File: config.mk
export PLATFORM = sky130hd
export DESIGN_NAME = rem_dpath
export DESIGN_NICKNAME = d
export VERILOG_FILES = /design/src/rtl/core/rem_pkg.sv /design/src/rtl/core/rem_level.sv /design/src/rtl/core/rem_dpath.sv
export SDC_FILE = /design/constraint.sdc
export NUM_CORES = 2
export LEC_CHECK = 0
export BUFFER_PORTS_ARGS = -buffer_cell sky130_fd_sc_hd__buf_2
export CAP_MARGIN = 20
export CORE_ASPECT_RATIO = 0.6
export CORE_MARGIN = 2
export CORE_UTILIZATION = 58
export CTS_BUF_LIST = sky130_fd_sc_hd__clkbuf_16
export DETAILED_ROUTE_END_ITERATION = 8
export PLACE_DENSITY = 0.77
export SYNTH_ARGS = -nofsm -noshare
export SYNTH_HDL_FRONTEND = slang
export SYNTH_SLANG_ARGS = --single-unit
File: constraint.sdc
create_clock -name clk -period 10.7 [get_ports clk]
set_input_delay 2.14 -clock clk [delete_from_list [all_inputs] [get_ports clk]]
set_output_delay 2.14 -clock clk [all_outputs]
set_load 0.02 [all_outputs]
File: src/rtl/core/rem_pkg.sv
`default_nettype none
// ----------------------------------------------------------------------------
// rem_pkg
// Shared widths, opcodes, scaling constants and the command and status
// structs that join the RMS meter controller and datapath.
// ----------------------------------------------------------------------------
package rem_pkg;

	localparam int OPC_W    = 2;
	localparam int SMP_W    = 16;
	localparam int IDX_W    = 8;
	localparam int LVL_W    = 13;
	localparam int FILLO_W  = 8;
	localparam int POS_W    = 8;
	localparam int SUB_EN_W = 38;
	localparam int SQ_W     = 32;
	localparam int SQR_W    = 2 * SMP_W;

	localparam int RING_POINTS_DEF    = 240;
	localparam int SUBS_PER_CHUNK_DEF = 8;

	localparam logic [OPC_W-1:0] OP_PUSH  = 2'd0;
	localparam logic [OPC_W-1:0] OP_CLEAR = 2'd1;
	localparam logic [OPC_W-1:0] OP_READ  = 2'd2;

	localparam logic KIND_POINT = 1'b0;
	localparam logic KIND_READ  = 1'b1;

	// sub-block lengths at 16 kHz and 8 kHz
	localparam int LEN_HI = 200;
	localparam int LEN_LO = 100;

	// level = floor(root * 4096 / 6000) = floor(root * SCALE_M >> SCALE_SH) for root < 6000
	localparam int                 RMS_REF    = 6000;
	localparam logic [LVL_W-1:0]   FULL_SCALE = 13'd4096;
	localparam int                 SCALE_M_W  = 22;
	localparam logic [SCALE_M_W-1:0] SCALE_M  = 22'd2863312;
	localparam int                 SCALE_SH   = 22;
	localparam int                 PROD_W     = LVL_W + SCALE_M_W;

	typedef struct packed {
		logic take_item;
		logic square;
		logic accum;
		logic close_sub;
		logic store_point;
		logic start_chunk;
		logic store_level;
		logic clear;
		logic rd_start;
		logic rd_addr;
		logic rd_mem;
		logic load_out;
	} ctrl_cmd_t;

	typedef struct packed {
		logic [OPC_W-1:0] op;
		logic             pos_last;
		logic             chunk_last;
		logic             level_done;
		logic             out_free;
	} dp_stat_t;

endpackage
`default_nettype wire

File: src/rtl/core/rem_level.sv
`default_nettype none
// ----------------------------------------------------------------------------
// rem_level
// Iterative level unit: restoring divide of energy by count (one bit a
// cycle), digit-by-digit square root (one step a cycle), then scale and clamp.
// ----------------------------------------------------------------------------
module rem_level import rem_pkg::*; #(
	parameter int EN_W = 41,
	parameter int DV_W = 11
) (
	input  wire logic             clk,
	input  wire logic             arst_n,
	input  wire logic             start,
	input  wire logic [EN_W-1:0]  dividend,
	input  wire logic [DV_W-1:0]  divisor,
	output logic                  done,
	output logic [LVL_W-1:0]      level
);

	localparam int CW = $clog2(EN_W);

	localparam logic [2:0] L_IDLE = 3'd0;
	localparam logic [2:0] L_DIV  = 3'd1;
	localparam logic [2:0] L_SQRT = 3'd2;
	localparam logic [2:0] L_MUL  = 3'd3;
	localparam logic [2:0] L_SAT  = 3'd4;

	logic [2:0]        state_q;
	logic [CW-1:0]     cnt_q;
	logic              done_q;
	logic [DV_W-1:0]   rem_q;
	logic [EN_W-1:0]   quo_q;
	logic [DV_W-1:0]   dvs_q;
	logic [SQ_W-1:0]   x_q;
	logic [SQ_W-1:0]   root_q;
	logic [SQ_W-1:0]   bit_q;
	logic [PROD_W-1:0] prod_q;
	logic              sat_q;
	logic [LVL_W-1:0]  level_q;

	logic [DV_W:0]     shifted;
	logic [DV_W:0]     diff;
	logic              ge;
	logic [SQ_W:0]     trial;
	logic              take;

	assign shifted = {rem_q, quo_q[EN_W-1]};
	assign diff    = shifted - {1'b0, dvs_q};
	assign ge      = shifted >= {1'b0, dvs_q};
	assign trial   = {1'b0, root_q} + {1'b0, bit_q};
	assign take    = {1'b0, x_q} >= trial;

	always_ff @(posedge clk or negedge arst_n) begin
		if (!arst_n) begin
			state_q <= L_IDLE;
			cnt_q   <= '0;
			done_q  <= 1'b0;
		end else begin
			done_q <= 1'b0;
			case (state_q)
				L_IDLE: begin
					cnt_q <= '0;
					if (start) begin
						state_q <= L_DIV;
					end
				end
				L_DIV: begin
					if (cnt_q == CW'(EN_W - 1)) begin
						cnt_q   <= '0;
						state_q <= L_SQRT;
					end else begin
						cnt_q <= cnt_q + 1'b1;
					end
				end
				L_SQRT: begin
					if (cnt_q == CW'(SQ_W / 2 - 1)) begin
						cnt_q   <= '0;
						state_q <= L_MUL;
					end else begin
						cnt_q <= cnt_q + 1'b1;
					end
				end
				L_MUL: begin
					state_q <= L_SAT;
				end
				L_SAT: begin
					done_q  <= 1'b1;
					state_q <= L_IDLE;
				end
				default: begin
					state_q <= L_IDLE;
				end
			endcase
		end
	end

	always_ff @(posedge clk) begin
		case (state_q)
			L_IDLE: begin
				if (start) begin
					rem_q <= '0;
					quo_q <= dividend;
					dvs_q <= divisor;
				end
			end
			L_DIV: begin
				rem_q <= ge ? diff[DV_W-1:0] : shifted[DV_W-1:0];
				quo_q <= {quo_q[EN_W-2:0], ge};
				if (cnt_q == CW'(EN_W - 1)) begin
					// final quotient bit lands in the same cycle; take the low SQ_W bits of the quotient
					x_q    <= {quo_q[SQ_W-2:0], ge};
					root_q <= '0;
					bit_q  <= SQ_W'(1) << (SQ_W - 2);
				end
			end
			L_SQRT: begin
				if (take) begin
					x_q    <= x_q - trial[SQ_W-1:0];
					root_q <= (root_q >> 1) + bit_q;
				end else begin
					root_q <= root_q >> 1;
				end
				bit_q <= bit_q >> 2;
			end
			L_MUL: begin
				prod_q <= root_q[LVL_W-1:0] * SCALE_M;
				sat_q  <= root_q >= SQ_W'(RMS_REF);
			end
			L_SAT: begin
				level_q <= sat_q ? FULL_SCALE : prod_q[PROD_W-1:SCALE_SH];
			end
			default: begin
			end
		endcase
	end

	assign done  = done_q;
	assign level = level_q;

endmodule
`default_nettype wire

File: src/rtl/core/rem_dpath.sv
`default_nettype none
// ----------------------------------------------------------------------------
// rem_dpath
// Meter datapath: item latch, squarer, energy accumulators, point ring,
// chunk level, rate register and the output register.
// ----------------------------------------------------------------------------
module rem_dpath import rem_pkg::*; #(
	parameter int RING_POINTS    = RING_POINTS_DEF,
	parameter int SUBS_PER_CHUNK = SUBS_PER_CHUNK_DEF,
	parameter int AW             = $clog2(RING_POINTS),
	parameter int FW             = $clog2(RING_POINTS + 1),
	parameter int SP_W           = $clog2(SUBS_PER_CHUNK + 1),
	parameter int EN_W           = SUB_EN_W + $clog2(SUBS_PER_CHUNK),
	parameter int DV_W           = $clog2(LEN_HI * SUBS_PER_CHUNK + 1)
) (
	input  wire logic                    clk,
	input  wire logic                    arst_n,
	input  wire logic                    cfg_we,
	input  wire logic                    cfg_wdata,
	input  wire ctrl_cmd_t               cmd,
	output dp_stat_t                     stat,
	input  wire logic [OPC_W-1:0]        opcode,
	input  wire logic signed [SMP_W-1:0] sample,
	input  wire logic [IDX_W-1:0]        point_index,
	output logic                         out_valid,
	input  wire logic                    out_ready,
	output logic                         kind,
	output logic [LVL_W-1:0]             value,
	output logic [LVL_W-1:0]             chunk_level,
	output logic                         chunk_done,
	output logic [FILLO_W-1:0]           fill_count
);

	localparam int HW = (FW > IDX_W) ? FW : IDX_W;
	localparam int IW = ((AW > IDX_W) ? AW : IDX_W) + 1;

	logic                rate_16k_q;
	logic [OPC_W-1:0]    op_q;
	logic [SMP_W-1:0]    smp_q;
	logic [IDX_W-1:0]    idx_q;
	logic [SQR_W-1:0]    sq_s1;
	logic [SUB_EN_W-1:0] sub_en_q;
	logic [EN_W-1:0]     chunk_en_q;
	logic [POS_W-1:0]    pos_q;
	logic [SP_W-1:0]     sub_pos_q;
	logic [LVL_W-1:0]    level_reg_q;
	logic [AW-1:0]       head_q;
	logic [FW-1:0]       fill_q;
	logic [LVL_W-1:0]    point_q;
	logic                done_q;
	logic [AW-1:0]       start_s1;
	logic                hit_s1;
	logic [AW-1:0]       rd_addr_s2;
	logic [LVL_W-1:0]    rd_data_s3;
	logic [LVL_W-1:0]    ring_mem [RING_POINTS];

	logic                out_valid_q;
	logic                kind_q;
	logic [LVL_W-1:0]    value_q;
	logic [LVL_W-1:0]    chunk_level_q;
	logic                chunk_done_q;
	logic [FILLO_W-1:0]  fill_count_q;

	logic [POS_W-1:0]    len;
	logic [SMP_W-1:0]    mag;
	logic                lvl_start;
	logic [EN_W-1:0]     lvl_dividend;
	logic [DV_W-1:0]     lvl_divisor;
	logic                lvl_done;
	logic [LVL_W-1:0]    lvl_level;
	logic [FW:0]         start_raw;
	logic [FW:0]         start_wrap;
	logic [IW-1:0]       addr_raw;
	logic [IW-1:0]       addr_wrap;
	logic                is_read;

	assign len = rate_16k_q ? POS_W'(LEN_HI) : POS_W'(LEN_LO);
	assign mag = smp_q[SMP_W-1] ? (~smp_q + 1'b1) : smp_q;

	assign lvl_start    = cmd.close_sub | cmd.start_chunk;
	assign lvl_dividend = cmd.close_sub ? EN_W'(sub_en_q) : chunk_en_q;
	assign lvl_divisor  = cmd.close_sub ? DV_W'(len)
		: (rate_16k_q ? DV_W'(LEN_HI * SUBS_PER_CHUNK) : DV_W'(LEN_LO * SUBS_PER_CHUNK));

	rem_level #(
		.EN_W (EN_W),
		.DV_W (DV_W)
	) u_level (
		.clk      (clk),
		.arst_n   (arst_n),
		.start    (lvl_start),
		.dividend (lvl_dividend),
		.divisor  (lvl_divisor),
		.done     (lvl_done),
		.level    (lvl_level)
	);

	// oldest point sits fill entries behind the head
	assign start_raw  = (FW+1)'(head_q) + (FW+1)'(RING_POINTS) - (FW+1)'(fill_q);
	assign start_wrap = (start_raw >= (FW+1)'(RING_POINTS))
		? start_raw - (FW+1)'(RING_POINTS) : start_raw;
	assign addr_raw   = IW'(start_s1) + IW'(idx_q);
	assign addr_wrap  = (addr_raw >= IW'(RING_POINTS)) ? addr_raw - IW'(RING_POINTS) : addr_raw;

	assign is_read = (op_q == OP_READ);

	always_ff @(posedge clk or negedge arst_n) begin
		if (!arst_n) begin
			rate_16k_q  <= 1'b1;
			sub_en_q    <= '0;
			chunk_en_q  <= '0;
			pos_q       <= '0;
			sub_pos_q   <= '0;
			level_reg_q <= '0;
			head_q      <= '0;
			fill_q      <= '0;
			out_valid_q <= 1'b0;
		end else begin
			if (cfg_we) begin
				rate_16k_q <= cfg_wdata;
			end
			if (cmd.clear) begin
				sub_en_q    <= '0;
				chunk_en_q  <= '0;
				pos_q       <= '0;
				sub_pos_q   <= '0;
				level_reg_q <= '0;
				head_q      <= '0;
				fill_q      <= '0;
			end
			if (cmd.accum) begin
				sub_en_q <= sub_en_q + SUB_EN_W'(sq_s1);
				pos_q    <= pos_q + 1'b1;
			end
			if (cmd.close_sub) begin
				chunk_en_q <= chunk_en_q + EN_W'(sub_en_q);
				sub_en_q   <= '0;
				pos_q      <= '0;
			end
			if (cmd.store_point) begin
				head_q <= (head_q == AW'(RING_POINTS - 1)) ? '0 : head_q + 1'b1;
				if (fill_q < FW'(RING_POINTS)) begin
					fill_q <= fill_q + 1'b1;
				end
				sub_pos_q <= stat.chunk_last ? '0 : sub_pos_q + 1'b1;
			end
			if (cmd.store_level) begin
				level_reg_q <= lvl_level;
				chunk_en_q  <= '0;
			end
			if (cmd.load_out) begin
				out_valid_q <= 1'b1;
			end else if (out_ready) begin
				out_valid_q <= 1'b0;
			end
		end
	end

	always_ff @(posedge clk) begin
		if (cmd.take_item) begin
			op_q  <= opcode;
			smp_q <= sample;
			idx_q <= point_index;
		end
		if (cmd.square) begin
			sq_s1 <= mag * mag;
		end
		if (cmd.store_point) begin
			point_q <= lvl_level;
			done_q  <= 1'b0;
		end
		if (cmd.store_level) begin
			done_q <= 1'b1;
		end
		if (cmd.rd_start) begin
			start_s1 <= start_wrap[AW-1:0];
			hit_s1   <= HW'(idx_q) < HW'(fill_q);
		end
		if (cmd.rd_addr) begin
			rd_addr_s2 <= addr_wrap[AW-1:0];
		end
		if (cmd.load_out) begin
			kind_q        <= is_read ? KIND_READ : KIND_POINT;
			value_q       <= is_read ? (hit_s1 ? rd_data_s3 : '0) : point_q;
			chunk_level_q <= level_reg_q;
			chunk_done_q  <= is_read ? 1'b0 : done_q;
			fill_count_q  <= FILLO_W'(fill_q);
		end
	end

	always_ff @(posedge clk) begin
		if (cmd.store_point) begin
			ring_mem[head_q] <= lvl_level;
		end
		if (cmd.rd_mem) begin
			rd_data_s3 <= ring_mem[rd_addr_s2];
		end
	end

	assign stat.op         = op_q;
	assign stat.pos_last   = (POS_W+1)'(pos_q) + 1'b1 >= (POS_W+1)'(len);
	assign stat.chunk_last = sub_pos_q == SP_W'(SUBS_PER_CHUNK - 1);
	assign stat.level_done = lvl_done;
	assign stat.out_free   = !out_valid_q || out_ready;

	assign out_valid   = out_valid_q;
	assign kind        = kind_q;
	assign value       = value_q;
	assign chunk_level = chunk_level_q;
	assign chunk_done  = chunk_done_q;
	assign fill_count  = fill_count_q;

endmodule
`default_nettype wire

==> impl_metrics.csv <==
group,metric,value,unit
worst_setup_path,crit_slowest_cell,"nor3_1",
pwr,p_per_area,245,nW/um^2
drt,ant_nets,0,
cells_and_area,drive_gt1_frac,0.220,
synth,avgSynthCellArea,18.4,um^2
cts,clockBufferDepth,4,
pwr,p_leak,59.2,nW
floorplan,die_h,405,um
drt,firstDrtPassIters,8,
synth,synth_compound_area_frac,0.0352,
pwr,combPwrFrac,0.346,
floorplan,fp.coreArea,267000,um^2
synth,synth_seq_area_share,0.682,
synth,synthFlopType,"edfxtp_1",
place,hpwl,251,mm
synth,synth_top_family_by_area,"multiplexers",
synth,netlist_area,156000,um^2
timing,whs,0.464,ns
job,max-cap-violations,0,
global_routing,antenna_found_initial,29,
global_routing,grt_max_degree,181,
timing,setup_viol,0,
timing,maxSlewHeadroom,0.110,
worst_setup_path,required,11.31,ns
timing,slew_viol_final,0,
synth,ys_ff_latch,3555,
place,port_buffers,85,
worst_setup_path,end_kind,"flip-flop",
cts,post_cts_resized,0,
cts,cts_tree,"built",
pwr,internal-power,28.3,mW
timing,tightestPinTransition,1.33,ns
synth,synth_cell_types,80,
global_routing,grt_use_total,0.301,
timing,setup_tns,0,ns
cells_and_area,syn_to_final_growth,10.6,%
hold_path,worstHoldPathType,"reg2reg",
pwr,vdd_ir_drop_max,0.786,mV
synth,syn_inst,8452,
cts,h-tree-depth,5,
synth,synth_warnings,0,
global_routing,grt_first_pass_wirelength,589,mm
drt,totalWireLength,411,mm
worst_setup_path,start_kind,"flip-flop",
cells_and_area,finalNetCount,9454,
worst_setup_path,arrival,10.02,ns
pwr,seq_power_share,0.380,
synth,synth_xor_area_frac,0.0116,
drt,drt_iter0_drc,13900,
synth,synth_mux_area_frac,0.152,
timing,hold_violations,0,
cts,cts_hold_buf,0,
floorplan,die_w,673,um
floorplan,row_count,147,
timing,skew,0.0628,ns
place,gp_congestion,0.935,
pwr,p_switching,14.0,mW
synth,synth-edff-count,3422,
drt,drt-vias-per-instance,6.72,
worst_setup_path,slowest_delay,0.70,ns
synth,synthSimpleGateAreaFrac,0.0365,
status,status,"completed",
drt,drc,0,
pwr,swShare,0.330,
timing,rsz0062_at_grt,"false",
global_routing,grt_overflow,0,
timing,fin_crit_sh,0.879,
worst_setup_path,crit_family,"adder cells",
timing,timing.fmax,106,MHz
synth,synth-async-reset-ratio,0.0371,
cells_and_area,num-fill-cells,17400,
floorplan,dieArea,273000,um^2
cts,cts_setup_buffers,0,
global_routing,first_global_vias,81700,
floorplan,io_pins,86,
floorplan,initial_core_util,0.582,
cts,clock_sinks,3555,
cts,cts_root_buffer,"clkbuf_16",
drt,wire_per_inst,32.6,um
worst_setup_path,critical_path_class,"reg2reg",
drt,dr_total_vias,84700,
worst_setup_path,critPathMaxFanout,16,
synth,synth-adder-area-share,0.0622,
cts,cts_buffers,317,
pwr,pwr-share-clk,0.274,
timing,layout_min_cycle_time,9.41,ns
cts,path_clk_slew,0.07,ns
cts,clock_latency,0.90,ns
worst_setup_path,path_buf_inv,8,
## layer usage
layer	up-vias	wire, um	track usage
li1	34200	-	-
met3	638	60100	0.102
met2	5968	173000	0.408
met4	20	10500	0.0722
met5	-	143	0
met1	43900	167000	0.474
## placed cells by master, fill, tap and decap left out, types with 13 or more instances in the layout
cell type	n
o21ai_0	251
nor2b_1	51
buf_2	83
nand4_1	25
clkinv_2	54
inv_1	477
clkinv_1	67
bufinv_16	38
a22o_1	22
dfrtp_1	131
nand2_1	402
nand2b_1	30
and2_1	18
buf_4	250
a21oi_1	218
nand3_1	64
edfxtp_1	3422
xor2_1	95
ha_1	388
mux2i_1	69
xnor2_1	111
mux4_2	1017
o31ai_1	34
clkbuf_16	324
o21bai_1	33
a31oi_1	40
a21o_1	84
nor2_2	70
or3_1	21
nor3_1	39
and3_1	55
a31o_2	19
nor2_1	444
a211oi_1	46
buf_12	19
o211ai_1	13
fa_1	241
nand3_2	15
buf_6	21
o21a_1	19
## metrics by stage
step                      instances  cell area, um^2   util  power [mW]  worst slack, ns
after CTS                     12600           172000  0.643        42.1             1.37
after floorplan                8461           156000      -        26.2             2.65
after detailed placement      12000           162000  0.605        30.6             1.37
after global placement        12000           161000  0.604        30.4             1.57
final                         12600           172000  0.644        42.3             1.29
after global routing          12600           172000  0.644        44.2            0.743
## final cells by class
type	count	area [um^2]	area share
clock buffer	324	8110	0.0471
tap	3576	4470	0.0260
clock inverter	240	2160	0.0125
timing repair buffer	381	3130	0.0182
inverter	434	1630	0.00946
multi-input combinational	4093	46600	0.271
sequential	3555	106000	0.616
antenna	6	15.0	0.0000872
## synth_stat cells (55+ instances only)
cell type | instances | share of area
a21oi_1 | 219 | 0.0070
nand2_1 | 403 | 0.0097
inv_1 | 428 | 0.010
ha_1 | 388 | 0.031
mux2i_1 | 69 | 0.0044
o21ai_0 | 252 | 0.0081
edfxtp_1 | 3422 | 0.66
nand3_1 | 79 | 0.0025
a21o_1 | 84 | 0.0041
nor2_1 | 514 | 0.012
and3_1 | 55 | 0.0022
clkbuf_1 | 225 | 0.0054
dfrtp_1 | 131 | 0.021
xor2_1 | 95 | 0.0053
xnor2_1 | 111 | 0.0062
buf_2 | 88 | 0.0028
fa_1 | 241 | 0.031
mux4_2 | 1017 | 0.15
## logic make-up (layout without fill, tap and decap cells)
logic type,Yosys count,after routing
buf+inv,813,1379
other cells,2,17
simple gates,1286,1286
flops,3555,3555
xor+xnor,206,206
compound gates,872,872
fa+ha+maj,629,629
mux,1089,1089
## worst reg2reg max path, delay by kind of cell (launching register included)
family	cells	cell delay, ns
AOI/OAI and AO/OA	6	1.35
buffers and inverters	8	1.33
adders and majority gates	8	3.70
xor gates and xnor gates	2	0.32
DFF	1	0.52
and+or+nand+nor	6	1.91
## power by group through the flow
stage | logic (mW) | clock network, mW | registers [mW]
floorplan | 10.0 | 0 | 16.2
detailed placement | 14.2 | 0 | 16.3
global placement | 14.0 | 0 | 16.3
CTS | 14.4 | 11.7 | 16.0
finish | 14.6 | 11.6 | 16.0
global route | 16.0 | 12.2 | 16.0
## registers in the layout (all words and copies together), names as in the netlist, 16 cells and up
signal and cells:
sub_en_q 38, u_level.root_q 32, u_level.quo_q 41, ring_mem 3120, u_level.x_q 32, chunk_en_q 41, smp_q 16, u_level.bit_q 16
sq_s1 31
## worst paths after layout
| path | start | to | slack, ns | depth (start not counted) |
|---|---|---|---|---|
| min reg2reg | level_reg_q[12] | chunk_level[12] | 0.46 | 0 |
| max in group asynchronous | arst_n | chunk_en_q[16] | 7.95 | 2 |
| min in group asynchronous | arst_n | u_level.cnt_q[2] | 1.33 | 1 |
| max | smp_q[0] | sq_s1[31] | 1.29 | 30 |
| max reg2reg | smp_q[0] | sq_s1[31] | 1.29 | 30 |
| min | level_reg_q[12] | chunk_level[12] | 0.46 | 0 |
Note: power is estimated with default switching activity, not from simulation.
