$ cat src/rtl/core/rem_pkg.sv
`default_nettype none
// ----------------------------------------------------------------------------
// rem_pkg
// Shared widths, opcodes, scaling constants and the command and status
// structs that join the RMS meter controller and datapath.
// ----------------------------------------------------------------------------
package rem_pkg;

	localparam int OPC_W    = 2;
	localparam int SMP_W    = 16;
	localparam int IDX_W    = 8;
	localparam int LVL_W    = 13;
	localparam int FILLO_W  = 8;
	localparam int POS_W    = 8;
	localparam int SUB_EN_W = 38;
	localparam int SQ_W     = 32;
	localparam int SQR_W    = 2 * SMP_W;

	localparam int RING_POINTS_DEF    = 240;
	localparam int SUBS_PER_CHUNK_DEF = 8;

	localparam logic [OPC_W-1:0] OP_PUSH  = 2'd0;
	localparam logic [OPC_W-1:0] OP_CLEAR = 2'd1;
	localparam logic [OPC_W-1:0] OP_READ  = 2'd2;

	localparam logic KIND_POINT = 1'b0;
	localparam logic KIND_READ  = 1'b1;

	// sub-block lengths at 16 kHz and 8 kHz
	localparam int LEN_HI = 200;
	localparam int LEN_LO = 100;

	// level = floor(root * 4096 / 6000) = floor(root * SCALE_M >> SCALE_SH) for root < 6000
	localparam int                 RMS_REF    = 6000;
	localparam logic [LVL_W-1:0]   FULL_SCALE = 13'd4096;
	localparam int                 SCALE_M_W  = 22;
	localparam logic [SCALE_M_W-1:0] SCALE_M  = 22'd2863312;
	localparam int                 SCALE_SH   = 22;
	localparam int                 PROD_W     = LVL_W + SCALE_M_W;

	typedef struct packed {
		logic take_item;
		logic square;
		logic accum;
		logic close_sub;
		logic store_point;
		logic start_chunk;
		logic store_level;
		logic clear;
		logic rd_start;
		logic rd_addr;
		logic rd_mem;
		logic load_out;
	} ctrl_cmd_t;

	typedef struct packed {
		logic [OPC_W-1:0] op;
		logic             pos_last;
		logic             chunk_last;
		logic             level_done;
		logic             out_free;
	} dp_stat_t;

endpackage
`default_nettype wire

$ cat src/rtl/core/rem_ctrl.sv
`default_nettype none
// ----------------------------------------------------------------------------
// rem_ctrl
// Meter sequencer: decodes each item and steps the datapath through
// accumulate, sub-block close, chunk close, ring read and result hand-off.
// ----------------------------------------------------------------------------
module rem_ctrl import rem_pkg::*; (
	input  wire logic      clk,
	input  wire logic      arst_n,
	input  wire logic      in_valid,
	output logic           in_ready,
	input  wire dp_stat_t  stat,
	output ctrl_cmd_t      cmd
);

	localparam logic [3:0] ST_IDLE   = 4'd0;
	localparam logic [3:0] ST_DEC    = 4'd1;
	localparam logic [3:0] ST_SQ     = 4'd2;
	localparam logic [3:0] ST_ACC    = 4'd3;
	localparam logic [3:0] ST_CLOSE  = 4'd4;
	localparam logic [3:0] ST_WSUB   = 4'd5;
	localparam logic [3:0] ST_CHUNK  = 4'd6;
	localparam logic [3:0] ST_WCHUNK = 4'd7;
	localparam logic [3:0] ST_RD1    = 4'd8;
	localparam logic [3:0] ST_RD2    = 4'd9;
	localparam logic [3:0] ST_RD3    = 4'd10;
	localparam logic [3:0] ST_EMIT   = 4'd11;

	logic [3:0] state_q;
	logic [3:0] state_d;

	always_comb begin
		state_d  = state_q;
		cmd      = '0;
		in_ready = 1'b0;
		case (state_q)
			ST_IDLE: begin
				in_ready = 1'b1;
				if (in_valid) begin
					cmd.take_item = 1'b1;
					state_d       = ST_DEC;
				end
			end
			ST_DEC: begin
				case (stat.op)
					OP_PUSH: begin
						state_d = ST_SQ;
					end
					OP_CLEAR: begin
						cmd.clear = 1'b1;
						state_d   = ST_IDLE;
					end
					OP_READ: begin
						state_d = ST_RD1;
					end
					default: begin
						// unused opcode: drop the item
						state_d = ST_IDLE;
					end
				endcase
			end
			ST_SQ: begin
				cmd.square = 1'b1;
				state_d    = ST_ACC;
			end
			ST_ACC: begin
				cmd.accum = 1'b1;
				state_d   = stat.pos_last ? ST_CLOSE : ST_IDLE;
			end
			ST_CLOSE: begin
				cmd.close_sub = 1'b1;
				state_d       = ST_WSUB;
			end
			ST_WSUB: begin
				if (stat.level_done) begin
					cmd.store_point = 1'b1;
					state_d         = stat.chunk_last ? ST_CHUNK : ST_EMIT;
				end
			end
			ST_CHUNK: begin
				cmd.start_chunk = 1'b1;
				state_d         = ST_WCHUNK;
			end
			ST_WCHUNK: begin
				if (stat.level_done) begin
					cmd.store_level = 1'b1;
					state_d         = ST_EMIT;
				end
			end
			ST_RD1: begin
				cmd.rd_start = 1'b1;
				state_d      = ST_RD2;
			end
			ST_RD2: begin
				cmd.rd_addr = 1'b1;
				state_d     = ST_RD3;
			end
			ST_RD3: begin
				cmd.rd_mem = 1'b1;
				state_d    = ST_EMIT;
			end
			ST_EMIT: begin
				// hold until the output register is free
				if (stat.out_free) begin
					cmd.load_out = 1'b1;
					state_d      = ST_IDLE;
				end
			end
			default: begin
				state_d = ST_IDLE;
			end
		endcase
	end

	always_ff @(posedge clk or negedge arst_n) begin
		if (!arst_n) begin
			state_q <= ST_IDLE;
		end else begin
			state_q <= state_d;
		end
	end

endmodule
`default_nettype wire

$ cat config.mk
export PLATFORM = sky130hd
export DESIGN_NAME = rem_ctrl
export DESIGN_NICKNAME = d
export VERILOG_FILES = /design/src/rtl/core/rem_pkg.sv /design/src/rtl/core/rem_ctrl.sv
export SDC_FILE = /design/constraint.sdc
export NUM_CORES = 1
export LEC_CHECK = 0
export BUFFER_PORTS_ARGS = -buffer_cell sky130_fd_sc_hd__clkbuf_2
export CORE_AREA = 2 2 39 41
export DETAILED_ROUTE_END_ITERATION = 10
export DIE_AREA = 0 0 41 43
export HOLD_SLACK_MARGIN = 0.08
export MAX_ROUTING_LAYER = met4
export SLEW_MARGIN = 5
export SYNTH_ARGS = -nofsm -noshare
export SYNTH_HDL_FRONTEND = slang
export SYNTH_SLANG_ARGS = --single-unit
$ cat constraint.sdc
create_clock -name clk -period 2.5 [get_ports clk]
set_clock_uncertainty 0.1 [all_clocks]
set_input_delay 0.125 -clock clk [delete_from_list [all_inputs] [get_ports clk]]
set_output_delay 0.125 -clock clk [all_outputs]
set_load 0.05 [all_outputs]
==> impl_results.md, run 1 <==
- Worst-path clk slew: 40 ps
- Final Max Slew Viols: 0
- PwrDens: 1200 nW/µm²
- Number of synthesized flops with an enable pin: 0
- Fin. Hold Viols: 0
- Biggest register: state_q
- Outcome: complete, no violations
- CP top delay family: simple AND/OR/NAND/NOR gates
- MaxCap Viol Count: 0
- Nets: 91
- Antenna cells: 0
- Crit path DAT: 1620 ps
- Post-synth ARST share: 100.0%
- Vias in the first global route: 439
- Rel. slew slack: 69.19%
- Worst hold path cell count: 4
- Crit-path slowest cell: dfrtp_1
- Critical Path RT: 2280 ps
- RR Startpoint: state_q[0]$_DFFE_PN0P_
- Kind of critical path: reg -> out
- Post-detailed-routing wire length: 1026 µm
- Most common cell in the netlist: nand2_1
- VDD IR-drop max: 574.7 µV
- Post-Synth Simple-Gate Area: 45.45%
- Hold Path Origin: stat[1]
- I/O pins: 22
- Tmin final: 1841 ps
- Combinational family with the most area after synthesis: simple AND/OR/NAND/NOR gates
- Synth Flop Type: dfrtp_1
- Synthesized instance count: 58
- Setup bufs post-CTS: 0
- Design area: 556.8 µm²
- Compound-gate portion of the synthesized area: 21.00%
- CP max stage delay: 530 ps
- Clock Latency Late Sink: 240 ps
- Netlist area before placement: 399.1 µm²
- Area share of the leading cell type in the synthesized netlist: 25.08%
- Leading area contributor after synthesis: dfrtp_1
- CP cell instances: nand2b_1 > nor3_1 > clkbuf_2
- Avg Cell Area, Syn: 6.882 µm²
- Worst r2r dst: state_q[3]$_DFFE_PN0P_
- Initial antenna violation count: 0
- Die area: 1763 µm²
- Syn Nets: 67
- Wirelength per Cell: 10.69 µm
- Reg2reg path depth: 4
- Vias/cell: 5.115
- Iteration-0 DRC Markers: 10
- First-pass DRT Iterations: 6
- Grt total ovfl: 0
- FMAX: 0.5430 GHz
- Die height: 43 µm
- Die width: 41 µm
- Worst setup EP type: output pin
- Post-synth cell types: 23
- Slew @ Worst Pin: 462.1 ps
- Number of remaining DRC errors: 0
- CTS tree: built
- CTS Buffer Depth: 2
- First-pass GRT wire length: 1780 µm
- Xor/xnor cell area share of the yosys netlist: 0%
- GRT Total Usage: 15.81%
- GPL Wtd Cong: 0.8166
- Setup slack, reg-to-reg: 790 ps
- Final ANT Viol Nets: 0
- Startpoint types: register
- Root buf cell: clkbuf_4
- Total power: 668.0 µW
- Synthesis-to-layout area growth: 39.50%
- Number of CTS-inserted buffers: 3
- Max reg flops: 4
- Final TNS setup: 0 ps
- Rows: 14
- Sequential-to-total area share from yosys stat: 25.08%
- Commonest cells in the netlist: nand2_1 (8), nand2b_1 (7), nor2_1 (6), nor3_1 (5), o21ai_0 (5)
- Min-Delay Path Class: in -> reg
- Fraction of the mapped netlist area in adder cells: 0%
- Final period utilization: 73.66%
- Total number of vias: 491
- Worst path bufs/invs: 1
- Syn. warnings: 0
- Final setup fails: 0
- Top cells by area, synth: dfrtp_1 (25%), nand2b_1 (11%), nand2_1 (7.5%)
- Number of synthesized register bits: 4
- Initial Util: 28.84%
- Unrepaired setup endpoints after global routing: no
- Share of layout cells above drive strength 1: 32.50%
- Largest net degree at the start of global routing: 18
- Dpl cell area: 514.2 µm²
- Detailed Place HPWL: 773.6 µm
- P_leak: 0.0002670 µW
- IO Port Bufs: 21
- Sink Count: 4
- Core area: 1384 µm²
- Largest regs: state_q: 4 flops
- H-Tree Depth: 1
- Worst-path fanout max: 17
- Worst hold path endpoint: state_q[2]$_DFFE_PN0P_
- Mux cell area share after synthesis: 2.508%
-- metrics by stage --
step	std cells	hold WS (ps)	worst slack [ps]	utilization, %
after floorplan	58	-270.6	14.95	-
after global placement	91	-162.1	820.4	37.16
after detailed placement	91	-158.7	788.8	37.16
after CTS	96	115.7	644.4	40.24
after global routing	96	129.0	503.1	40.24
final	96	116.1	658.5	40.24
-- worst register-to-register path: stages (launching register included) --
cell and delay (ps):
dfrtp_1 510, or4_1 580, mux2i_1 170, nand2b_1 140, o32ai_1 90
-- where the power goes --
group	internal [µW]	switching, µW
clock network	53.7	26.5
registers	90.3	90.3
logic	135	272
-- layout make-up --
type / count / area (µm²)
multi-input combinational: 48 / 281.5
sequential: 4 / 100.1
inverter: 2 / 7.507
clock buffer: 3 / 22.52
fill: 143 / 827.0
tap: 16 / 20.02
timing repair buffer: 23 / 125.1
-- cells in the final DEF, fill, tap and decap left out, drive strengths merged --
cell and count:
nor4bb 1, inv 2, mux2i 1, nand2b 7
o31a 1, a21oi 2, o32ai 1, o21ai 5
o2bb2ai 1, clkbuf 24, dfrtp 4, nor3b 1
dlygate4sd3 2, nor3 5, and3b 1, nor4 2
nand3b 1, nor2 6, a31oi 2, o21ba 1
nand2 8, or4 1, and2 1
-- how the worst max path moves through the flow --
| stage | cells past startpoint | slack [ps] | end | start |
|---|---|---|---|---|
| global placement | 4 | 820 | state_q[3]$_DFFE_PN0P_ | state_q[2]$_DFFE_PN0P_ |
| CTS | 3 | 640 | cmd[0] | state_q[2]$_DFFE_PN0P_ |
| detailed placement | 4 | 790 | state_q[3]$_DFFE_PN0P_ | state_q[2]$_DFFE_PN0P_ |
| global route | 3 | 500 | cmd[0] | state_q[2]$_DFFE_PN0P_ |
| floorplan | 3 | 10 | cmd[4] | state_q[1]$_DFFE_PN0P_ |
| finish | 3 | 660 | cmd[0] | state_q[2]$_DFFE_PN0P_ |
-- cells by family (layout without fill, tap and decap cells) --
family,Yosys count,in the layout
AND/OR/NAND/NOR,34,34
flip-flops,4,4
multiplexers,1,1
AO/OA/AOI/OAI,13,13
buffers and inverters,6,28
-- per-layer routing --
layer | wire (µm) | up-vias | GRT usage (%)
li1 | - | 250 | -
met3 | 46 | 4 | 3.141
met5 | 0 | - | -
met1 | 469 | 222 | 20.52
met4 | 42 | 0 | 14.00
met2 | 467 | 15 | 19.69
-- repair_timing --
| item | CTS | global route |
|---|---|---|
| setup endpoints to repair | 0 | 0 |
| gates resized for setup | 0 | 0 |
| endpoints found under the hold margin | 5 | 0 |
| hold buffers | 2 | 0 |
Note: power is estimated with default switching activity, not from simulation.
==> run 2, diff against run 1 <==
==> constraint.sdc (replaced) <==
create_clock -name clk -period 1.6 [get_ports clk]
set_clock_uncertainty 0.1 [all_clocks]
set_input_delay 0.08 -clock clk [delete_from_list [all_inputs] [get_ports clk]]
set_output_delay 0.08 -clock clk [all_outputs]
set_load 0.05 [all_outputs]
==> run 2 against run 1 <==
  * Sequential share of layout area fell by 5.9 points
  * Final area rose by 51%
  * Global-route usage increased by 0.93 points
  * Register-to-register slack worse by 770 ps
  * Clock-buffer cell count is the same
  * First-iteration DRC count decreased by 30%
  * Sequential power rose by 3%
  * Critical endpoint is now cmd[11]
  * Hold slack improved by 52 ps
  * Combinational power rose to 2.9 times the previous value
  * Critical path depth rose by 1
  * Critical path type unchanged
==> impl_results.md, run 2 (same netlist as run 1, synthesis figures left out) <==
- First-pass GRT wire length: 1966 µm (was 1780 µm)
- Die area: 1763 µm² (unchanged)
- Metal2 WL: 702 µm (was 467 µm)
- Number of remaining DRC errors: 0 (unchanged)
- Unrepaired setup endpoints after global routing: yes (was no)
- Vias in the first global route: 465 (was 439)
- Post-route insts no fill: 106 (was 96)
- Startpoint types: register (unchanged)
- Most frequent cells in the layout: clkbuf_4 (10), clkbuf_2 (8), nand2_1 (6), buf_4 (6), dlygate4sd3_1 (5) (was clkbuf_2 (21), nand2_1 (8), nand2b_1 (7), nor2_1 (6))
- Area of the multi-input gates: 399.1 µm² (was 281.5 µm²)
- CTS Buffer Depth: 2 (unchanged)
- Post-detailed-routing wire length: 1357 µm (was 1026 µm)
- Worst Setup EP: cmd[11] (was cmd[0])
- Outcome: complete, no violations (unchanged)
- Max reg flops: 4 (unchanged)
- Slew @ Worst Pin: 424.4 ps (was 462.1 ps)
- Seq. cell area: 101.3 µm² (was 100.1 µm²)
- MaxCap Viol Count: 0 (unchanged)
- Largest regs: state_q: 4 flops (unchanged)
- Final setup fails: 0 (unchanged)
- Wirelength per Cell: 12.80 µm (was 10.69 µm)
- Die width: 41 µm (unchanged)
- Worst r2r dst: state_q[3]$_DFFE_PN0P_ (unchanged)
- Reg2reg path depth: 4 (unchanged)
- Tmin final: 1590 ps
- Final WS setup: 9.565 ps (was 658.5 ps)
- Iteration-0 DRC Markers: 7 (was 10)
- Root buf cell: clkbuf_4 (unchanged)
- Final period utilization: 99.40%
- Vias/cell: 5.000 (was 5.115)
- Rows: 14 (unchanged)
- Grt total ovfl: 0 (unchanged)
- VDD IR-drop max: 985.6 µV (was 574.7 µV)
- Setup slack, reg-to-reg: 20 ps (was 790 ps)
- Clock Latency Late Sink: 240 ps (about the same)
- FMAX: 0.6288 GHz
- GPL Wtd Cong: 0.7695 (was 0.8166)
- IO Port Bufs: 21 (unchanged)
- Rel. slew slack: 71.52% (was 69.19%)
- Share of layout cells above drive strength 1: 57.78% (was 32.50%)
- Routed met3 length: 43 µm (was 46 µm)
- Largest net degree at the start of global routing: 14 (was 18)
- Placed insts: 97 (was 91)
- Crit path DAT: 1410 ps (was 1620 ps)
- Total power: 1486 µW (was 668.0 µW)
- Post-Route Utilization: 60.58% (was 40.24%)
- Number of CTS-inserted buffers: 3 (unchanged)
- Worst setup EP type: output pin (unchanged)
- Initial antenna violation count: 0 (unchanged)
- Worst-path fanout max: 8 (was 17)
- Met1 WL: 612 µm (was 469 µm)
- PwrDens: 1772 nW/µm² (was 1200 nW/µm²)
- Core area: 1384 µm² (unchanged)
- Most common cell after layout, fill and taps aside: clkbuf_4 (was clkbuf_2)
- Synthesis-to-layout area growth: 110.0% (was 39.50%)
- Fin. Hold Viols: 0 (unchanged)
- H-Tree Depth: 1 (unchanged)
- Highest metal used: met3 (was met4)
- Final ANT Viol Nets: 0 (unchanged)
- Total number of vias: 530 (was 491)
- I/O pins: 22 (unchanged)
- Min-Delay Path Class: in -> reg (unchanged)
- Crit path from: state_q[3]$_DFFE_PN0P_ (was state_q[2]$_DFFE_PN0P_)
- Initial Util: 28.84% (unchanged)
- RR Startpoint: state_q[1]$_DFFE_PN0P_ (was state_q[0]$_DFFE_PN0P_)
- Detailed Place HPWL: 958.2 µm (was 773.6 µm)
- Die height: 43 µm (unchanged)
- Sink Count: 4 (unchanged)
- Final Max Slew Viols: 0 (unchanged)
- Worst-path clk slew: 40 ps (about the same)
- GRT Total Usage: 16.74% (was 15.81%)
- CTS tree: built (unchanged)
- Kind of critical path: reg -> out (unchanged)
- Filler cell count: 117 (was 143)
- Nets: 101 (was 91)
- P_leak: 0.0003692 µW (was 0.0002670 µW)
- Antenna cells: 0 (unchanged)
- Critical Path RT: 1420 ps (was 2280 ps)
- Biggest register: state_q (unchanged)
- Pre-CTS WS: 20.23 ps (was 788.8 ps)
- First-pass DRT Iterations: 5 (was 6)
run 2: worst min path at each step:
stage	startpoint	cells after the start	slack (ps)	endpoint
6_report	stat[2]	5	170	state_q[2]$_DFFE_PN0P_
5_1_grt	stat[2]	5	220	state_q[2]$_DFFE_PN0P_
4_1_cts	stat[2]	5	170	state_q[2]$_DFFE_PN0P_
3_5_place_dp	arst_n	1	-210	state_q[3]$_DFFE_PN0P_
3_3_place_gp	arst_n	1	-210	state_q[3]$_DFFE_PN0P_
2_1_floorplan	arst_n	0	-320	state_q[0]$_DFFE_PN0P_
run 2: layout make-up:
cell class | count | share of cell area (%)
timing repair buffer | 33 | 34.33
sequential | 4 | 12.09
tap | 16 | 2.388
multi-input combinational | 48 | 47.61
inverter | 2 | 0.8955
clock buffer | 3 | 2.687
run 2: critical path: stages (launching register included):
cell and delay (ps):
dfrtp_2 440, buf_4 180, nor4_4 210, and2_4 190, clkbuf_16 150
run 2: metal layers:
metal / global-route usage [%] / vias to the layer above
li1: - / 270
met1: 22.80 / 244
met2: 23.13 / 16
met3: 6.283 / 0
met4: 4.000 / 0
met5: - / -
run 2: report_power, final:
part / total, µW / internal (µW) / switching [µW]
combinational: 1170 / 474 / 698
sequential: 187 / 145 / 42.0
clock: 126 / 83.9 / 42.1
total: 1490 / 703 / 783
run 2: repair_timing:
item,in CTS,in global routing
hold buffers,5,0
setup buffers,0,1
endpoints found under the hold margin,6,0
resized for setup,17,21
setup endpoints to repair,10,14
pin swaps,0,1
run 2: stage by stage:
stage | cell area, µm² | hold WS, ps | setup TNS, ps
final | 838.3 | 167.7 | 0
after global routing | 838.3 | 224.9 | -245.0
after CTS | 777.0 | 171.8 | -2.744
after detailed placement | 634.4 | -209.5 | 0
after global placement | 634.4 | -209.2 | 0
after floorplan | 480.5 | -315.6 | -1119
==> run 3, diff against run 2 <==
==> constraint.sdc (replaced) <==
create_clock -name clk -period 2 [get_ports clk]
set_clock_uncertainty 0.1 [all_clocks]
set_input_delay 0.1 -clock clk [delete_from_list [all_inputs] [get_ports clk]]
set_output_delay 0.1 -clock clk [all_outputs]
set_load 0.05 [all_outputs]
==> run 3 against run 2 <==
  * Final cell count decreased by 5.7%
  * Final area decreased by 28%
  * First-iteration DRC count increased to 2.7 times the previous value
  * Die area unchanged
  * Sequential power decreased by 14%
  * Register-to-register slack improved by 320 ps
  * Clock-buffer cell count unchanged
  * Non-clock buffer count decreased by 6
  * Largest cell class unchanged
==> impl_results.md, run 3 (same netlist as run 1, synthesis figures left out) <==
- Outcome: complete, no violations (unchanged)
- Core area: 1384 µm² (unchanged)
- CTS tree: built (unchanged)
- Area of the multi-input gates: 292.8 µm² (was 399.1 µm²)
- Wirelength per Cell: 11.48 µm (was 12.80 µm)
- Worst-path clk slew: 40 ps (about the same)
- Int Pwr: 383.6 µW (was 703.2 µW)
- Fin. Hold Viols: 0 (unchanged)
- Final WS setup: 219.8 ps (was 9.565 ps)
- Biggest register: state_q (unchanged)
- Filler cell count: 145 (was 117)
- Synthesis-to-layout area growth: 50.47% (was 110.0%)
- Reg2reg path depth: 4 (unchanged)
- Die height: 43 µm (unchanged)
- Tmin final: 1780 ps
- Antenna cells: 0 (unchanged)
- Number of remaining DRC errors: 0 (unchanged)
- GRT Total Usage: 16.03% (was 16.74%)
- Largest net degree at the start of global routing: 16 (was 14)
- Detailed Place HPWL: 824.7 µm (was 958.2 µm)
- Worst setup EP type: output pin (unchanged)
- Critical Path RT: 1800 ps (was 1420 ps)
- Share of layout cells above drive strength 1: 36.90% (was 57.78%)
- Worst r2r dst: state_q[3]$_DFFE_PN0P_ (unchanged)
- Final setup fails: 0 (unchanged)
- Final Max Slew Viols: 0 (unchanged)
- Post-CTS sizing: 0 (was 17)
- First-pass GRT wire length: 1828 µm (was 1966 µm)
- Initial Util: 28.84% (unchanged)
- Sink Count: 4 (unchanged)
- Design area: 600.6 µm² (was 838.3 µm²)
- Iteration-0 DRC Markers: 19 (was 7)
- H-Tree Depth: 1 (unchanged)
- Crit path DAT: 1580 ps (was 1410 ps)
- Rel. slew slack: 68.72% (was 71.52%)
- Seq. cell area: 100.1 µm² (was 101.3 µm²)
- VDD IR-drop max: 508.8 µV (was 985.6 µV)
- Max reg flops: 4 (unchanged)
- PwrDens: 1494 nW/µm² (was 1772 nW/µm²)
- Worst-path fanout max: 15 (was 8)
- Number of hold buffers added after cts: 3 (was 5)
- Root buf cell: clkbuf_4 (unchanged)
- Nets: 95 (was 101)
- GPL Wtd Cong: 0.8851 (was 0.7695)
- Clock network power share: 11.7% (was 8.5%)
- FMAX: 0.5617 GHz
- Vias/cell: 5.160 (was 5.000)
- Total number of vias: 516 (was 530)
- Setup bufs post-CTS: 0 (unchanged)
- Setup slack, reg-to-reg: 340 ps (was 20 ps)
- Clock Latency Late Sink: 250 ps (was 240 ps)
- Rows: 14 (unchanged)
- Die area: 1763 µm² (unchanged)
- Slew @ Worst Pin: 469.2 ps (was 424.4 ps)
- I/O pins: 22 (unchanged)
- Post-detailed-routing wire length: 1148 µm (was 1357 µm)
- Startpoint types: register (unchanged)
- Largest regs: state_q: 4 flops (unchanged)
- Final period utilization: 89.01%
- Die width: 41 µm (unchanged)
- Vias in the first global route: 420 (was 465)
- Number of CTS-inserted buffers: 3 (unchanged)
- Final ANT Viol Nets: 0 (unchanged)
- First-pass DRT Iterations: 4 (was 5)
- Gate power share: 70.4% (was 78.9%)
- Dpl cell area: 548.0 µm² (was 634.4 µm²)
- Most common cell after layout, fill and taps aside: clkbuf_2 (was clkbuf_4)
- CTS Buffer Depth: 2 (unchanged)
- Unrepaired setup endpoints after global routing: no (was yes)
- MaxCap Viol Count: 0 (unchanged)
- Most frequent cells in the layout: clkbuf_2 (21), nand2_1 (8), nand2b_1 (7), nor2_1 (6), o21ai_0 (5) (was clkbuf_4 (10), clkbuf_2 (8), nand2_1 (6), buf_4 (6), dlygate4sd3_1 (5))
- Min-Delay Path Class: in -> async (was in -> reg)
- IO Port Bufs: 21 (unchanged)
- P_leak: 0.0002876 µW (was 0.0003692 µW)
- Pre-CTS WS: 379.6 ps (was 20.23 ps)
- Sw Share: 57.26% (was 52.67%)
- Sw Pwr: 513.8 µW (was 782.5 µW)
- Register share of total power: 18.0% (was 12.6%)
- Initial antenna violation count: 0 (unchanged)
- Grt total ovfl: 0 (unchanged)
- RR Startpoint: state_q[3]$_DFFE_PN0P_ (was state_q[1]$_DFFE_PN0P_)
- Kind of critical path: reg -> out (unchanged)
==> run 3: layout make-up <==
cell class	instances	share of cell area, %
multi-input combinational	48	48.75
tap	16	3.333
timing repair buffer	27	26.25
clock buffer	3	3.750
inverter	2	1.250
sequential	4	16.67
==> run 3: worst max-delay path by stage <==
stage / from / to / slack (ps) / cells after the start
2_1_floorplan: state_q[1]$_DFFE_PN0P_ / cmd[11] / -340 / 3
3_3_place_gp: state_q[3]$_DFFE_PN0P_ / state_q[1]$_DFFE_PN0P_ / 440 / 4
3_5_place_dp: state_q[3]$_DFFE_PN0P_ / state_q[3]$_DFFE_PN0P_ / 380 / 4
4_1_cts: state_q[3]$_DFFE_PN0P_ / cmd[3] / 240 / 3
5_1_grt: state_q[3]$_DFFE_PN0P_ / cmd[0] / 80 / 3
6_report: state_q[3]$_DFFE_PN0P_ / cmd[0] / 220 / 3
==> run 3: worst max-delay path, cell delays in order (launching register included) <==
cell and delay [ps]:
dfrtp_1 620, nand2b_1 240, nor3_2 190, clkbuf_2 290
==> run 3: power groups by stage <==
stage | sequential, µW | combinational, µW | clock, µW
detailed placement | 161 | 624 | 0
floorplan | 142 | 499 | 0
finish | 161 | 631 | 105
CTS | 160 | 630 | 105
global placement | 160 | 623 | 0
global route | 169 | 677 | 113
==> run 3: stage by stage <==
| step | util [%] | total power (µW) | cells | setup TNS [ps] | hold slack, ps |
|---|---|---|---|---|---|
| after detailed placement | 39.60 | 785.7 | 94 | 0 | -185.7 |
| after CTS | 43.40 | 895.2 | 100 | 0 | 100.0 |
| after floorplan | - | 641.4 | 58 | -459.4 | -295.6 |
| final | 43.40 | 897.5 | 100 | 0 | 93.48 |
| after global placement | 39.60 | 783.3 | 94 | 0 | -189.0 |
| after global routing | 43.40 | 958.1 | 100 | 0 | 118.2 |
==> run 3: metal layers <==
metal,vias to the layer above,global-route usage (%),part of all wire (%)
met5,-,-,0
met4,0,10.00,1.6
li1,261,-,-
met2,20,22.81,49
met3,3,3.141,6.4
met1,232,19.93,43
